--- src/rtl/spq_pkg.sv ---
`default_nettype none

package spq_pkg;

  // Default sizes
  localparam int unsigned DEF_CAPACITY       = 16;
  localparam int unsigned DEF_PAYLOAD_WIDTH  = 32;
  localparam int unsigned DEF_PRIORITY_WIDTH = 16;

  // Request kinds
  localparam logic ACT_ENQ = 1'b0;
  localparam logic ACT_DEQ = 1'b1;

  // Result status codes
  localparam int unsigned STATUS_W = 2;
  localparam logic [STATUS_W-1:0] ST_OK        = 2'd0;
  localparam logic [STATUS_W-1:0] ST_RANGE     = 2'd1;
  localparam logic [STATUS_W-1:0] ST_FULL      = 2'd2;
  localparam logic [STATUS_W-1:0] ST_EMPTY_DEQ = 2'd3;

  // Configuration register indexes
  localparam int unsigned CFG_IDX_W = 2;
  localparam logic [CFG_IDX_W-1:0] CFG_ASCENDING = 2'd0;
  localparam logic [CFG_IDX_W-1:0] CFG_LOWEST    = 2'd1;
  localparam logic [CFG_IDX_W-1:0] CFG_HIGHEST   = 2'd2;

  // Operation broadcast to every cell at once
  typedef struct packed {
    logic enq;        // committed insert
    logic deq;        // committed removal of the head
    logic ascending;  // smaller priority goes first
  } spq_op_t;

endpackage

`default_nettype wire

--- src/rtl/spq_cell.sv ---
`default_nettype none

module spq_cell
  import spq_pkg::*;
#(
  parameter int unsigned CELL_IDX       = 0,
  parameter int unsigned CNT_W          = 5,
  parameter int unsigned PAYLOAD_WIDTH  = DEF_PAYLOAD_WIDTH,
  parameter int unsigned PRIORITY_WIDTH = DEF_PRIORITY_WIDTH
) (
  input  wire                              clk,
  input  wire spq_op_t                     op,
  input  wire [CNT_W-1:0]                  count,
  input  wire signed [PRIORITY_WIDTH-1:0]  new_pri,
  input  wire [PAYLOAD_WIDTH-1:0]          new_pay,
  input  wire signed [PRIORITY_WIDTH-1:0]  left_pri,
  input  wire [PAYLOAD_WIDTH-1:0]          left_pay,
  input  wire signed [PRIORITY_WIDTH-1:0]  right_pri,
  input  wire [PAYLOAD_WIDTH-1:0]          right_pay,
  input  wire                              found_in,
  output logic                             found_out,
  output logic signed [PRIORITY_WIDTH-1:0] pri,
  output logic [PAYLOAD_WIDTH-1:0]         pay
);

  logic signed [PRIORITY_WIDTH-1:0] pri_r;
  logic [PAYLOAD_WIDTH-1:0]         pay_r;
  logic                             occupied;
  logic                             at_tail;
  logic                             precedes;
  logic                             here;

  // Slot holds a live entry when it sits below the fill level
  assign occupied = CNT_W'(CELL_IDX) < count;
  assign at_tail  = count == CNT_W'(CELL_IDX);

  // New entry strictly ahead of this one under the current order
  assign precedes = op.ascending ? (new_pri < pri_r) : (new_pri > pri_r);
  assign here     = occupied && precedes;

  // Insertion point already found upstream or right here
  assign found_out = found_in | here;

  // Insert: cells past the insertion point take the left neighbor's word,
  // the insertion cell (or first free one) takes the new word.
  // Remove: every cell takes its right neighbor's word; the last cell keeps its own.
  always_ff @(posedge clk) begin
    if (op.enq) begin
      if (found_in) begin
        pri_r <= left_pri;
        pay_r <= left_pay;
      end else if (here || at_tail) begin
        pri_r <= new_pri;
        pay_r <= new_pay;
      end
    end else if (op.deq) begin
      pri_r <= right_pri;
      pay_r <= right_pay;
    end
  end

  assign pri = pri_r;
  assign pay = pay_r;

endmodule

`default_nettype wire

--- src/rtl/sorted_priority_queue.sv ---
// Sorted priority queue built as a chain of CAPACITY compare-and-shift cells.
// The result word is registered and appears in the cycle after the request is taken.
// Throughput: one request per cycle; the chain shifts by one slot per word,
// so only a stalled result word holds off the next request.
// Reset (rst_n low, synchronous): count cleared, output empty, configuration
// back to ascending order and the full signed priority range.
`default_nettype none

module sorted_priority_queue
  import spq_pkg::*;
#(
  parameter int unsigned CAPACITY       = DEF_CAPACITY,
  parameter int unsigned PAYLOAD_WIDTH  = DEF_PAYLOAD_WIDTH,
  parameter int unsigned PRIORITY_WIDTH = DEF_PRIORITY_WIDTH,
  localparam int unsigned CNT_W         = $clog2(CAPACITY + 1)
) (
  input  wire                              clk,
  input  wire                              rst_n,
  // request channel
  input  wire                              in_valid,
  output logic                             in_stall,
  input  wire                              in_action,
  input  wire [PAYLOAD_WIDTH-1:0]          in_payload,
  input  wire signed [PRIORITY_WIDTH-1:0]  in_priority_req,
  // result channel
  output logic                             out_valid,
  input  wire                              out_stall,
  output logic [STATUS_W-1:0]              out_status,
  output logic [PAYLOAD_WIDTH-1:0]         out_taken_payload,
  output logic                             out_taken_valid,
  output logic [PAYLOAD_WIDTH-1:0]         out_head_payload,
  output logic signed [PRIORITY_WIDTH-1:0] out_head_priority,
  output logic [CNT_W-1:0]                 out_entry_count,
  output logic                             out_is_empty,
  // configuration
  input  wire                              cfg_we,
  input  wire [CFG_IDX_W-1:0]              cfg_index,
  input  wire [PRIORITY_WIDTH-1:0]         cfg_data
);

  logic                             ascending_r;
  logic signed [PRIORITY_WIDTH-1:0] lowest_r;
  logic signed [PRIORITY_WIDTH-1:0] highest_r;

  logic [CNT_W-1:0]                 count_r, count_nxt;
  logic                             out_valid_r, out_valid_nxt;
  logic [STATUS_W-1:0]              status_r, status_nxt;
  logic [PAYLOAD_WIDTH-1:0]         taken_r, taken_nxt;
  logic                             taken_valid_r, taken_valid_nxt;

  logic                             accept;
  logic                             in_range;
  logic                             full;
  logic                             enq_ok;
  logic                             deq_ok;
  spq_op_t                          op;

  logic signed [PRIORITY_WIDTH-1:0] cell_pri [CAPACITY];
  logic [PAYLOAD_WIDTH-1:0]         cell_pay [CAPACITY];
  logic [CAPACITY-1:0]              found;

  // Configuration registers
  always_ff @(posedge clk) begin
    if (!rst_n) begin
      ascending_r <= 1'b1;
      lowest_r    <= {1'b1, {(PRIORITY_WIDTH-1){1'b0}}};
      highest_r   <= {1'b0, {(PRIORITY_WIDTH-1){1'b1}}};
    end else if (cfg_we) begin
      case (cfg_index)
        CFG_ASCENDING: ascending_r <= cfg_data[0];
        CFG_LOWEST:    lowest_r    <= cfg_data;
        CFG_HIGHEST:   highest_r   <= cfg_data;
        default:       ;
      endcase
    end
  end

  // Handshake: stall only while a result waits and is itself stalled
  assign in_stall = out_valid_r && out_stall;
  assign accept   = in_valid && !in_stall;

  // Request decode
  assign in_range = !(in_priority_req < lowest_r) && !(in_priority_req > highest_r);
  assign full     = count_r == CNT_W'(CAPACITY);
  assign enq_ok   = accept && (in_action == ACT_ENQ) && in_range && !full;
  assign deq_ok   = accept && (in_action == ACT_DEQ) && (count_r != '0);

  assign op.enq       = enq_ok;
  assign op.deq       = deq_ok;
  assign op.ascending = ascending_r;

  // Status, fill level and result word
  always_comb begin
    status_nxt      = ST_OK;
    taken_nxt       = '0;
    taken_valid_nxt = 1'b0;
    count_nxt       = count_r;
    if (in_action == ACT_ENQ) begin
      if (!in_range) begin
        status_nxt = ST_RANGE;
      end else if (full) begin
        status_nxt = ST_FULL;
      end
    end else if (count_r == '0) begin
      status_nxt = ST_EMPTY_DEQ;
    end else begin
      taken_nxt       = cell_pay[0];
      taken_valid_nxt = 1'b1;
    end
    if (enq_ok) begin
      count_nxt = count_r + CNT_W'(1);
    end else if (deq_ok) begin
      count_nxt = count_r - CNT_W'(1);
    end
  end

  assign out_valid_nxt = accept ? 1'b1 : (out_valid_r && out_stall);

  always_ff @(posedge clk) begin
    if (!rst_n) begin
      count_r     <= '0;
      out_valid_r <= 1'b0;
    end else begin
      count_r     <= count_nxt;
      out_valid_r <= out_valid_nxt;
    end
  end

  always_ff @(posedge clk) begin
    if (accept) begin
      status_r      <= status_nxt;
      taken_r       <= taken_nxt;
      taken_valid_r <= taken_valid_nxt;
    end
  end

  // Cell chain: slot 0 is the head
  for (genvar i = 0; i < CAPACITY; i++) begin : g_cell
    logic signed [PRIORITY_WIDTH-1:0] l_pri, r_pri;
    logic [PAYLOAD_WIDTH-1:0]         l_pay, r_pay;
    logic                             f_in;

    if (i == 0) begin : g_first
      assign l_pri = in_priority_req;
      assign l_pay = in_payload;
      assign f_in  = 1'b0;
    end else begin : g_mid
      assign l_pri = cell_pri[i-1];
      assign l_pay = cell_pay[i-1];
      assign f_in  = found[i-1];
    end

    if (i == CAPACITY - 1) begin : g_last
      assign r_pri = cell_pri[i];
      assign r_pay = cell_pay[i];
    end else begin : g_inner
      assign r_pri = cell_pri[i+1];
      assign r_pay = cell_pay[i+1];
    end

    spq_cell #(
      .CELL_IDX       (i),
      .CNT_W          (CNT_W),
      .PAYLOAD_WIDTH  (PAYLOAD_WIDTH),
      .PRIORITY_WIDTH (PRIORITY_WIDTH)
    ) u_cell (
      .clk       (clk),
      .op        (op),
      .count     (count_r),
      .new_pri   (in_priority_req),
      .new_pay   (in_payload),
      .left_pri  (l_pri),
      .left_pay  (l_pay),
      .right_pri (r_pri),
      .right_pay (r_pay),
      .found_in  (f_in),
      .found_out (found[i]),
      .pri       (cell_pri[i]),
      .pay       (cell_pay[i])
    );
  end

  // Head view comes live from slot 0; queue contents only move on an accepted word,
  // and that word always replaces the result word.
  assign out_valid         = out_valid_r;
  assign out_status        = status_r;
  assign out_taken_payload = taken_r;
  assign out_taken_valid   = taken_valid_r;
  assign out_entry_count   = count_r;
  assign out_is_empty      = count_r == '0;
  assign out_head_payload  = (count_r != '0) ? cell_pay[0] : '0;
  assign out_head_priority = (count_r != '0) ? cell_pri[0] : '0;

endmodule

`default_nettype wire

--- config.mk ---
export PLATFORM = sky130hd
export DESIGN_NAME = sorted_priority_queue
export DESIGN_NICKNAME = d
export VERILOG_FILES = /design/src/rtl/spq_pkg.sv /design/src/rtl/spq_cell.sv /design/src/rtl/sorted_priority_queue.sv
export SDC_FILE = /design/constraint.sdc
export NUM_CORES = 2
export LEC_CHECK = 0
export BUFFER_PORTS_ARGS = -buffer_cell sky130_fd_sc_hd__buf_2
export CORE_MARGIN = 2
export CORE_UTILIZATION = 30
export DETAILED_ROUTE_END_ITERATION = 8
export SLEW_MARGIN = 20
export SYNTH_ARGS = -nofsm -noshare
export SYNTH_HDL_FRONTEND = slang
export SYNTH_HIERARCHICAL = 1
export SYNTH_SLANG_ARGS = --single-unit
export TNS_END_PERCENT = 50
--- constraint.sdc ---
create_clock -name clk -period 19.8 [get_ports clk]
set_input_delay 1.98 -clock clk [delete_from_list [all_inputs] [get_ports clk]]
set_output_delay 1.98 -clock clk [all_outputs]
set_load 0.01 [all_outputs]
==> results.md <==
- Status: finished, final reports clean
- Hold Path Class: flip-flop to flip-flop
- Slowest stage delay, CP: 0.75 ns
- Hold WS: 0.4728 ns
- Number of synthesized flops with an enable pin: 803
- FP Rows: 150
- Total GRT Usage: 15.85%
- Multi-input gate area: 23,570 sq um
- Post-CTS Setup Bufs: 0
- Slew Limit Fails: 0
- Crit-path max FO: 50
- Core area: 167,200 sq um
- Final worst slack: 7.466 ns
- Post-Syn Nets: 5,239
- Share of cells above drive strength 1: 8.507%
- DRC Markers: 0
- Grt ovf: 0
- Area grow syn2layout: 12.32%
- Max-Cap Viols: 0
- Post-DRT Antenna Nets: 0
- Iter 0 DRT Violations: 3,161
- Top FF cell, synth: edfxtp_1
- CP delay by family, top: buffers and inverters
- Design Area, Final: 56,800 sq um
- Post-route clock period utilization: 62.29%
- Initial Utilization: 30.24%
- Seq/Total Area, Yosys: 49.23%
- Fill count: 16,760
- Critical Path Start Type: primary input
- Insertion delay to the later sink of the worst-skew pair: 0.69 ns
- Element type at the critical path end: flip-flop
- Root buffer cell: clkbuf_16
- Core Util, Final: 33.97%
- CTS Sinks: 842
- Slowest library cell on the worst path: buf_4
- Die area: 171,900 sq um
- Vias in the first global route: 36,060
- Placed cell areas: 53,720 sq um
- Cts bufs inserted: 97
- Port bufs: 162
- Pwr Density: 143.2 nW/um^2
- Seq cells post-synth: 842
- Setup_tns: 0 ns
- Largest net degree at the start of global routing: 262
- Final Skew: 0.03383 ns
- Pre-CTS WS: 6.807 ns
- Die H: 414.6 microns
- Most frequent cells in the layout: a21oi_1, nor2_1, edfxtp_1
- Cell variety after synth: 78
- Worst-path clk slew: 0.05 ns
- Async SR Flop Fraction: 0%
- Via/cell ratio: 5.111
- Avg Cell Area, Syn: 10.37 sq um
- I/O pins: 163
- Synth Cell Area: 50,570 sq um
- Sequential cell area: 24,890 sq um
- Synth warn: 6
- TritonRoute pass-1 iters: 6
- Power Total: 8.132 mW
- Die Wd: 414.6 microns
- Max H-tree Level: 3
- CP bufs+invs: 9
- Kind of critical path: primary input to flip-flop
- Layout Cells excl Fill: 7,188
- First-pass GRT wire length: 218,600 microns
- RSZ-0062 raised after global routing: false
- Critical Path RT: 20.10 ns
- Least-Margin Pin Slew: 1.096 ns
- CTS tree: done
- DP Wirelength: 97,800 microns
- Setup violations, final: 0
- Cts repair resizes: 0
- Final Hold Fails: 0
- Fin crit period: 12.33 ns
- Nets: 5,273
- Mean routed wirelength per cell: 19.56 microns
- Synthesized instance count: 4,876
- Commonest non-fill, non-tap cell in the layout: a21oi_1
- Number of diodes: 0
- Total Wirelength: 140,600 microns
- Cell mode on critical path: nand3b_1
- Slew Limit Headroom: 26.94%
- F_max: 81.08 MHz
- Hold_buf cts: 0
- P_leak: 25.37 nW
- Initial antenna violation count: 12
- Placed cell count: 7,014
- Max VDD drop: 0.0001807 V
- Routed vias: 36,740
- Critical Path AT: 12.63 ns
- Worst-case clock buffer depth: 3
- Final Wtd Congestion: 0.8247
[where the power goes]
part	internal, mW	switching, mW	leakage, nW	total [mW]
clock network	1.02	0.749	1.49	1.77
logic	1.40	2.13	16.1	3.53
registers	2.57	0.271	7.74	2.84
[cells by family after synthesis]
logic type	count (synthesis)	share of synthesized area, %
DFF	842	49.23
adders and majority gates	291	7.215
muxes	785	15.55
buffers and inverters	600	4.641
AOI/OAI and AO/OA	1095	12.06
xor gates and xnor gates	6	0.1039
and+or+nand+nor	1256	11.20
other	1	0.007415
[Yosys cell counts (6+ instances only)]
cell | number | area (sq um)
a2111o_1 | 6 | 67.56
a211oi_1 | 12 | 90.09
a21boi_0 | 21 | 157.7
a21o_1 | 24 | 180.2
a21oi_1 | 875 | 4379
a21oi_2 | 10 | 87.58
a221o_1 | 8 | 80.08
a31oi_1 | 19 | 118.9
and2_1 | 51 | 319.1
and3_1 | 35 | 219.0
and4_1 | 7 | 61.31
buf_1 | 47 | 176.4
buf_2 | 37 | 185.2
buf_4 | 7 | 52.55
clkbuf_1 | 203 | 762.0
dfxtp_1 | 39 | 780.8
edfxtp_1 | 803 | 24110
ha_1 | 290 | 3628
inv_1 | 303 | 1137
mux2i_1 | 784 | 7848
nand2_1 | 129 | 484.2
nand2b_1 | 10 | 62.56
nand3_1 | 25 | 125.1
nand3b_1 | 19 | 142.6
nand4_1 | 49 | 306.5
nand4_2 | 7 | 87.58
nand4b_1 | 8 | 70.07
nor2_1 | 826 | 3100
nor2b_1 | 20 | 125.1
nor3_1 | 9 | 45.04
nor4_1 | 16 | 100.1
o211ai_1 | 30 | 225.2
o21a_1 | 9 | 67.56
o21ai_0 | 29 | 145.1
o31ai_1 | 11 | 82.58
or4_1 | 10 | 75.07
or4_4 | 10 | 112.6
[tightest hold or removal path: cells and delay by family, from the launching register on]
kind	cells	cell delay, ns
AOI/OAI and AO/OA	1	0.06
DFF	1	0.31
and+or+nand+nor	1	0.05
[routing by layer]
metal  GRT usage (%)  part of all wire, %
met4           4.185                  1.9
met5               0                0.073
met3           2.295                  6.0
met2           24.02                   43
met1           23.44                   49
[state kept, by name, indices dropped and copies added (netlist names), 2 cells and up]
signal / count
g_cell.u_cell/pri: 256
out_status: 2
lowest_r: 16
highest_r: 16
g_cell.u_cell/pay: 512
out_entry_count: 5
out_taken_payload: 32
[final timing paths]
kind                                                         start                            endpoint  slack (ns)  cells after the start
worst max-delay path                           in_priority_req[15]  g_cell[15].u_cell/pay[2]$_DFFE_PP_        7.47                     35
worst min-delay path                      lowest_r[3]$_SDFFE_PN0P_            lowest_r[3]$_SDFFE_PN0P_        0.47                      2
worst max register to register  g_cell[0].u_cell/pri[11]$_DFFE_PP_  g_cell[15].u_cell/pay[2]$_DFFE_PP_        8.73                     34
worst min register to register            lowest_r[3]$_SDFFE_PN0P_            lowest_r[3]$_SDFFE_PN0P_        0.47                      2
[cell type report]
class	count	share of cell area (%)
Clock buffer	135	4.775
Clock inverter	38	0.6035
Inverter	303	2.015
Multi-Input combinational cell	3434	41.49
Sequential cell	842	43.82
Tap cell	2204	4.855
Timing Repair Buffer	232	2.432
No activity file was read; power rests on OpenSTA's default activity.
